==> src/rtl/wgm_pkg.sv <==
`default_nettype none

package wgm_pkg;

    // Request kinds carried in req_type
    typedef enum logic [1:0] {
        REQ_PATTERN = 2'd0,
        REQ_TEXT    = 2'd1,
        REQ_END     = 2'd2
    } t_req_type;

    // Pattern bytes with a special meaning
    localparam logic [7:0] STAR_BYTE = 8'h2A;
    localparam logic [7:0] ANY_BYTE  = 8'h3F;

    // Per-cycle command broadcast to every cell
    typedef struct packed {
        logic       pat_we;     // store ch at the write index
        logic       restart;    // drop the reachable set back to position zero
        logic       text_step;  // advance the reachable set by one text byte
        logic [7:0] ch;
    } t_cell_ctl;

endpackage

`default_nettype wire

==> src/rtl/wgm_req_if.sv <==
`default_nettype none

interface wgm_req_if;
    logic       valid;
    logic       ready;
    logic [1:0] req_type;
    logic [7:0] ch;
    logic       first;

    modport source (output valid, output req_type, output ch, output first, input ready);
    modport sink   (input valid, input req_type, input ch, input first, output ready);
endinterface

`default_nettype wire

==> src/rtl/wgm_res_if.sv <==
`default_nettype none

interface wgm_res_if;
    logic valid;
    logic ready;
    logic matched;
    logic pattern_overflow;

    modport source (output valid, output matched, output pattern_overflow, input ready);
    modport sink   (input valid, input matched, input pattern_overflow, output ready);
endinterface

`default_nettype wire

==> src/rtl/wgm_cell.sv <==
`default_nettype none

module wgm_cell #(
    parameter int INDEX = 0,
    parameter int LW    = 6
) (
    input  logic                i_clk,
    input  logic                i_rst_n,
    input  wgm_pkg::t_cell_ctl  i_ctl,
    input  logic [LW-1:0]       i_wr_idx,
    input  logic [LW-1:0]       i_len,
    input  logic                i_closed,
    input  logic                i_fwd,
    output logic                o_fwd,
    output logic                o_raw,
    output logic                o_prop
);
    import wgm_pkg::*;

    logic [7:0] r_pat;
    logic       r_reach;
    logic       n_reach;
    logic       w_active;
    logic       w_star;
    logic       w_hit;
    logic       w_keep;

    // Decode the stored pattern byte against the current text byte
    assign w_active = LW'(INDEX) < i_len;
    assign w_star   = (r_pat == STAR_BYTE);
    assign w_hit    = (r_pat == ANY_BYTE) || (r_pat == i_ctl.ch);

    // A star lets reach flow on without consuming text
    assign o_prop = w_active & w_star;
    // A literal or any-byte hit hands reach to the next cell
    assign o_fwd  = i_closed & w_active & ~w_star & w_hit;
    // A reached star stays reached across the byte
    assign w_keep = i_closed & o_prop;
    assign o_raw  = r_reach;

    always_comb begin
        n_reach = r_reach;
        if (i_ctl.restart) begin
            n_reach = (INDEX == 0);
        end else if (i_ctl.text_step) begin
            n_reach = w_keep | i_fwd;
        end
    end

    always_ff @(posedge i_clk) begin
        if (!i_rst_n) begin
            r_reach <= (INDEX == 0);
        end else begin
            r_reach <= n_reach;
        end
    end

    // Capture the pattern byte when this cell is the write target
    always_ff @(posedge i_clk) begin
        if (i_ctl.pat_we && (i_wr_idx == LW'(INDEX))) begin
            r_pat <= i_ctl.ch;
        end
    end

endmodule

`default_nettype wire

==> src/rtl/wgm_closure.sv <==
`default_nettype none

module wgm_closure #(
    parameter int WIDTH = 33
) (
    input  logic [WIDTH-1:0] i_raw,
    input  logic [WIDTH-1:1] i_prop,
    output logic [WIDTH-1:0] o_closed
);
    localparam int LV = $clog2(WIDTH);

    // Segmented prefix OR: reach at j spreads to j+1 while j is an active star
    logic [WIDTH-1:0] g [0:LV];
    logic [WIDTH-1:0] p [0:LV];

    assign g[0] = i_raw;
    assign p[0] = {i_prop, 1'b0};

    for (genvar k = 0; k < LV; k++) begin : g_level
        localparam int D = 1 << k;
        for (genvar j = 0; j < WIDTH; j++) begin : g_bit
            if (j >= D) begin : g_merge
                assign g[k+1][j] = g[k][j] | (p[k][j] & g[k][j-D]);
                assign p[k+1][j] = p[k][j] & p[k][j-D];
            end else begin : g_pass
                assign g[k+1][j] = g[k][j];
                assign p[k+1][j] = 1'b0;
            end
        end
    end

    assign o_closed = g[LV];

endmodule

`default_nettype wire

==> src/rtl/wildcard_glob_matcher_top.sv <==
// Glob matcher with '*' (any run of bytes) and '?' (any single byte).
// Request channel i_req: one word per item. req_type selects a pattern
// byte (ch appended to the stored pattern; first empties the pattern and
// clears the overflow flag beforehand), a text byte, or end of text.
// Result channel o_res: one word per end item, giving matched and
// pattern_overflow, then the text restarts at pattern position zero.
// Pattern bytes past PATTERN_MAX are dropped and raise pattern_overflow.
// Throughput: one request word per cycle, any mix of kinds, unless held
// results are blocked. An accepted end item's result is valid next cycle.
// Each pattern position is a cell holding its byte and reach bit; a star
// closure network of clog2(PATTERN_MAX+1) levels sets the cycle path.
// Reset empties the pattern, clears the overflow flag and any pending
// result, and leaves only position zero reachable. While a result waits
// on o_res.ready the block takes no word of any kind; i_req stalls only
// when a result is held and the receiver is not ready.
`default_nettype none

module wildcard_glob_matcher_top #(
    parameter int PATTERN_MAX = 32
) (
    input  logic          i_clk,
    input  logic          i_rst_n,
    wgm_req_if.sink       i_req,
    wgm_res_if.source     o_res
);
    import wgm_pkg::*;

    localparam int LW = $clog2(PATTERN_MAX + 1);

    logic [LW-1:0]        r_len;
    logic [LW-1:0]        n_len;
    logic                 r_ovf;
    logic                 n_ovf;
    logic                 r_reach_end;
    logic                 n_reach_end;
    logic                 r_out_valid;
    logic                 r_matched;
    logic                 r_povf;

    t_req_type            w_kind;
    t_cell_ctl            w_ctl;
    logic                 w_accept;
    logic                 w_end;
    logic [LW-1:0]        w_wr_idx;
    logic                 w_room;
    logic [PATTERN_MAX:0] w_raw;
    logic [PATTERN_MAX:0] w_closed;
    logic [PATTERN_MAX:1] w_prop;
    logic [PATTERN_MAX:0] w_fwd;

    // Take a word unless a held result is still blocked
    assign i_req.ready = ~r_out_valid | o_res.ready;
    assign w_accept    = i_req.valid & i_req.ready;
    assign w_kind      = t_req_type'(i_req.req_type);

    // Write position and room for a pattern byte
    assign w_wr_idx = i_req.first ? '0 : r_len;
    assign w_room   = w_wr_idx < LW'(PATTERN_MAX);

    // Decode the word into cell commands and pattern bookkeeping
    always_comb begin
        w_ctl.pat_we    = 1'b0;
        w_ctl.restart   = 1'b0;
        w_ctl.text_step = 1'b0;
        w_ctl.ch        = i_req.ch;
        w_end           = 1'b0;
        n_len           = r_len;
        n_ovf           = r_ovf;
        if (w_accept) begin
            unique case (w_kind)
                REQ_PATTERN: begin
                    w_ctl.pat_we  = w_room;
                    w_ctl.restart = 1'b1;
                    n_len         = w_room ? w_wr_idx + LW'(1) : w_wr_idx;
                    n_ovf         = (r_ovf & ~i_req.first) | ~w_room;
                end
                REQ_TEXT: begin
                    w_ctl.text_step = 1'b1;
                end
                REQ_END: begin
                    w_ctl.restart = 1'b1;
                    w_end         = 1'b1;
                end
                default: begin
                end
            endcase
        end
    end

    // Row of pattern cells, reach handed left to right
    assign w_fwd[0] = 1'b0;

    for (genvar i = 0; i < PATTERN_MAX; i++) begin : g_cell
        wgm_cell #(
            .INDEX (i),
            .LW    (LW)
        ) u_cell (
            .i_clk    (i_clk),
            .i_rst_n  (i_rst_n),
            .i_ctl    (w_ctl),
            .i_wr_idx (w_wr_idx),
            .i_len    (r_len),
            .i_closed (w_closed[i]),
            .i_fwd    (w_fwd[i]),
            .o_fwd    (w_fwd[i+1]),
            .o_raw    (w_raw[i]),
            .o_prop   (w_prop[i+1])
        );
    end

    // Position past the last pattern byte has no cell of its own
    assign w_raw[PATTERN_MAX] = r_reach_end;

    always_comb begin
        n_reach_end = r_reach_end;
        if (w_ctl.restart) begin
            n_reach_end = 1'b0;
        end else if (w_ctl.text_step) begin
            n_reach_end = w_fwd[PATTERN_MAX];
        end
    end

    wgm_closure #(
        .WIDTH (PATTERN_MAX + 1)
    ) u_closure (
        .i_raw    (w_raw),
        .i_prop   (w_prop),
        .o_closed (w_closed)
    );

    // Control state
    always_ff @(posedge i_clk) begin
        if (!i_rst_n) begin
            r_len       <= '0;
            r_ovf       <= 1'b0;
            r_reach_end <= 1'b0;
            r_out_valid <= 1'b0;
        end else begin
            r_len       <= n_len;
            r_ovf       <= n_ovf;
            r_reach_end <= n_reach_end;
            if (w_end) begin
                r_out_valid <= 1'b1;
            end else if (o_res.ready) begin
                r_out_valid <= 1'b0;
            end
        end
    end

    // Hold the result word until taken
    always_ff @(posedge i_clk) begin
        if (w_end) begin
            r_matched <= w_closed[r_len];
            r_povf    <= r_ovf;
        end
    end

    assign o_res.valid            = r_out_valid;
    assign o_res.matched          = r_matched;
    assign o_res.pattern_overflow = r_povf;

endmodule

`default_nettype wire

==> src/flat_wrapper.sv <==
// flat-port wrapper written by rule: the top's interface ports become plain ports
module wildcard_glob_matcher_top_flat import wgm_pkg::*;
#(
    parameter int PATTERN_MAX = 32
)
  (i_clk, i_rst_n, i_req_valid, i_req_req_type, i_req_ch, i_req_first, i_req_ready, o_res_valid, o_res_matched, o_res_pattern_overflow, o_res_ready);
  wgm_req_if i_req_i ();
  wgm_res_if o_res_i ();
  input  logic i_clk;
  input  logic i_rst_n;
  input wire logic [$bits(i_req_i.valid)-1:0] i_req_valid;
  input wire logic [$bits(i_req_i.req_type)-1:0] i_req_req_type;
  input wire logic [$bits(i_req_i.ch)-1:0] i_req_ch;
  input wire logic [$bits(i_req_i.first)-1:0] i_req_first;
  output wire logic [$bits(i_req_i.ready)-1:0] i_req_ready;
  output wire logic [$bits(o_res_i.valid)-1:0] o_res_valid;
  output wire logic [$bits(o_res_i.matched)-1:0] o_res_matched;
  output wire logic [$bits(o_res_i.pattern_overflow)-1:0] o_res_pattern_overflow;
  input wire logic [$bits(o_res_i.ready)-1:0] o_res_ready;
  assign i_req_i.valid = i_req_valid;
  assign i_req_i.req_type = i_req_req_type;
  assign i_req_i.ch = i_req_ch;
  assign i_req_i.first = i_req_first;
  assign i_req_ready = i_req_i.ready;
  assign o_res_valid = o_res_i.valid;
  assign o_res_matched = o_res_i.matched;
  assign o_res_pattern_overflow = o_res_i.pattern_overflow;
  assign o_res_i.ready = o_res_ready;
  wildcard_glob_matcher_top #(.PATTERN_MAX(PATTERN_MAX)) u_core (.i_clk(i_clk), .i_rst_n(i_rst_n), .i_req(i_req_i), .o_res(o_res_i));
endmodule
==> config.mk <==
export PLATFORM = sky130hd
export DESIGN_NAME = wildcard_glob_matcher_top_flat
export DESIGN_NICKNAME = d
export VERILOG_FILES = /design/src/rtl/wgm_pkg.sv /design/src/rtl/wgm_req_if.sv /design/src/rtl/wgm_res_if.sv /design/src/rtl/wgm_cell.sv /design/src/rtl/wgm_closure.sv /design/src/rtl/wildcard_glob_matcher_top.sv /design/src/flat_wrapper.sv
export SDC_FILE = /design/constraint.sdc
export NUM_CORES = 1
export LEC_CHECK = 0
export ABC_AREA = 1
export BUFFER_PORTS_ARGS = -buffer_cell sky130_fd_sc_hd__buf_4
export CORE_MARGIN = 3
export CORE_UTILIZATION = 50
export DETAILED_ROUTE_END_ITERATION = 10
export GPL_TIMING_DRIVEN = 0
export PLACE_DENSITY_LB_ADDON = 0.05
export REMOVE_ABC_BUFFERS = 1
export SETUP_SLACK_MARGIN = 0.5
export SYNTH_ARGS = -nofsm -noshare
export SYNTH_HDL_FRONTEND = slang
export SYNTH_HIERARCHICAL = 1
export SYNTH_SLANG_ARGS = --single-unit
==> constraint.sdc <==
create_clock -name i_clk -period 8.5 [get_ports i_clk]
set_clock_uncertainty 0.05 [all_clocks]
set_input_delay 2.125 -clock i_clk [delete_from_list [all_inputs] [get_ports i_clk]]
set_output_delay 2.125 -clock i_clk [all_outputs]
set_load 0.01 [all_outputs]
==> results.sh <==
export IMPL_netlist_top_cells_area="edfxtp_1, nand2_1, inv_1"
export IMPL_post_layout_total_power_mw=3.34
export IMPL_vdd_drop_max_v=0.000162
export IMPL_route_detailed_vias_per_inst=5.13
export IMPL_vias=17200
export IMPL_synth_top_family_by_area="simple AND/OR/NAND/NOR gates"
export IMPL_overflow_left_after_global_routing=0
export IMPL_cts_root_buf="clkbuf_16"
export IMPL_final_layout_size_suffix_gt1_share_pct=11.8
export IMPL_global_route_wire_length_before_repair_mm=83.8
export IMPL_hpwl_detailed_mm=33.3
export IMPL_period_share_pct=55.0
export IMPL_die_height_um=206
export IMPL_wl_final_mm=52.5
export IMPL_synth_compound_area_share_pct=6.38
export IMPL_grt_start_max_net_pins=97
export IMPL_first_iter_violations=1006
export IMPL_initial_utilization_pct=51.1
export IMPL_relSlewSlack_pct=22.1
export IMPL_worstSetupStartpointType="input pin"
export IMPL_groute_usage_overall_pct=25.0
export IMPL_die_width_um=206
export IMPL_clock_tree_htree_level_count=2
export IMPL_area_share_of_xor_xnor_cells_in_the_synthesized_design_pct=4.71
export IMPL_antenna_found_initial=0
export IMPL_flow_area_growth_from_synthesis_pct=11.1
export IMPL_synth_yosys_seq_area_share_pct=43.0
export IMPL_final_design_area_no_fill_um2=22100
export IMPL_run_status="finished, final reports clean"
export IMPL_synthCells=2743
export IMPL_n_antenna_cell=0
export IMPL_ant_nets=0
export IMPL_setup_viol=0
export IMPL_buffer_ports_inserted=18
export IMPL_post_synth_instance_area_um2=19900
export IMPL_firstDrtPassIters=5
export IMPL_die_area_um2=42300
export IMPL_synth_enable_flop_cells=258
export IMPL_hold_path_class="reg2reg"
export IMPL_worst_setup_path_type="in2out"
export IMPL_power_density_nw_per_um2=151
export IMPL_final_max_slew_viol_count=0
export IMPL_yosys_area_top_type="edfxtp_1"
export IMPL_detail_route_drc_violations=0
export IMPL_synth_yosys_warnings=6
export IMPL_postCtsHoldBufs=0
export IMPL_yosysTopAreaCellShare_pct=38.9
export IMPL_wl_per_cell_um=15.7
export IMPL_synthSimpleGateAreaFrac_pct=34.8
export IMPL_power_leakage_nw=9.23
export IMPL_max_cap_violation_count=0
export IMPL_num_nets_final=2821
export IMPL_boundaryPins=19
export IMPL_fp_row_count=72
export IMPL_post_synth_num_cell_types=44
export IMPL_yosys_area_share_adder_pct=0.0628
export IMPL_finalHoldViolCount=0
export IMPL_synth_mux_area_fraction_pct=0
export IMPL_std_cell_core_area_um2=39000
export IMPL_arrival_ns=2.50
export IMPL_numCtsBuffers=36
export IMPL_critPathRequiredTime_ns=6.33
export IMPL_synth_main_ff_cell="edfxtp_1"
export IMPL_maxClockFrequency_ghz=0.214
export IMPL_cts_resized=0
export IMPL_worstSetupEndpointType="output port"
export IMPL_grt_pass1_vias=16500
export IMPL_clock_sink_count=299
export IMPL_cts_setup_buffers=0
export IMPL_clk_insertion_delay_late_ns=0.54
export IMPL_clkTransAtPathRegs_ns=0.06
export IMPL_cts_tree="done"
export IMPL_dpl_cell_area_um2=20900
export IMPL_fin_crit_period_ns=4.67
export IMPL_synthesized_area_divided_by_synthesized_cell_count_um2=7.26
export IMPL_synth_seq_cells=299
export IMPL_maximum_fanout_along_the_worst_path=2
export IMPL_clockBufferDepth=3
export IMPL_grt_setup_unrepaired="false"
export IMPL_gp_congestion=0.927
export IMPL_yosysMostFrequentCell="nand2_1"
export IMPL_totalNegativeSetupSlack_ns=0
export IMPL_max_slew_worst_pin_slew_ns=1.16
export IMPL_synthArstFlopShare_pct=0
export IMPL_synth_top_cells_by_count="nand2_1, inv_1, edfxtp_1, nor2_1, nand3_1"
layout by cell type, fill, tap and decap left out, types with 24 or more instances in the layout:
cell type,netlist,final
xnor2_1,107,107
nor3_2,24,24
nor2_1,228,225
nand4_1,62,62
dfxtp_1,41,35
clkbuf_16,0,37
inv_2,47,49
edfxtp_1,258,258
nand2_1,934,934
o21ai_0,27,27
a21oi_1,80,80
inv_1,524,522
a21oi_2,39,39
nand3_1,118,118
nor2_2,53,51
nor3_1,29,29
o211ai_1,32,32
where the power goes:
| part | internal, mW | switching (mW) | total, mW |
|---|---|---|---|
| logic | 0.0805 | 0.179 | 0.259 |
| clock network | 0.864 | 0.595 | 1.46 |
| registers | 1.60 | 0.0165 | 1.62 |
per-layer routing:
metal  part of all wire [%]  track usage (%)
met1                     45             32.9
met2                     47             42.7
met3                    5.0             3.42
met4                    2.5             8.23
met5                      0                0
flip-flops by register name (all words and copies together), names as in the netlist:
register                       flops
u_core/r_ovf                       1
u_core/o_res.matched               1
u_core/r_reach_end                 1
u_core/o_res.pattern_overflow      1
u_core/g_cell.u_cell/r_pat       256
u_core/o_res.valid                 1
u_core/g_cell.u_cell/o_raw        32
u_core/r_len                       6
through the flow:
step                std cells  worst slack, ns  hold WS, ns  utilization, %
floorplan                2737             3.85        0.359               -
global placement         3273             1.99        0.380            52.9
detailed placement       3283             3.06        0.378            53.6
CTS                      3346             3.62        0.391            56.4
global route             3348             3.76        0.408            56.7
finish                   3348             3.83        0.397            56.7
worst max-delay path, cell delays in order:
cell and delay (ns):
buf_4 0.11, inv_2 0.05, nand2_2 0.06, buf_4 0.15
cell type report:
cell class	instances	area [µm²]
Fill cell	3608	16900
Multi-Input combinational cell	1865	9330
Sequential cell	299	8580
Inverter	573	2150
Clock buffer	53	1030
Tap cell	518	648
Timing Repair Buffer	30	323
Clock inverter	10	75.1
kinds of logic after synthesis:
| logic type | count (synthesis) |
|---|---|
| simple gates | 1557 |
| buf+inv | 579 |
| flops | 299 |
| compound gates | 199 |
| xor+xnor | 107 |
| fa+ha+maj | 1 |
| other cells | 1 |
final timing paths:
check / from / endpoint / slack [ns] / cells past startpoint
worst max register to register: u_core/r_len[3]$_SDFFE_PN0P_ / u_core/o_res.matched$_DFFE_PP_ / 4.63 / 19
worst min-delay path: u_core/r_ovf$_SDFFE_PN0P_ / u_core/o_res.pattern_overflow$_DFFE_PP_ / 0.40 / 0
worst max-delay path: o_res_ready / i_req_ready / 3.83 / 4
worst min register to register: u_core/r_ovf$_SDFFE_PN0P_ / u_core/o_res.pattern_overflow$_DFFE_PP_ / 0.40 / 0
(Power assumes the default switching activity.)
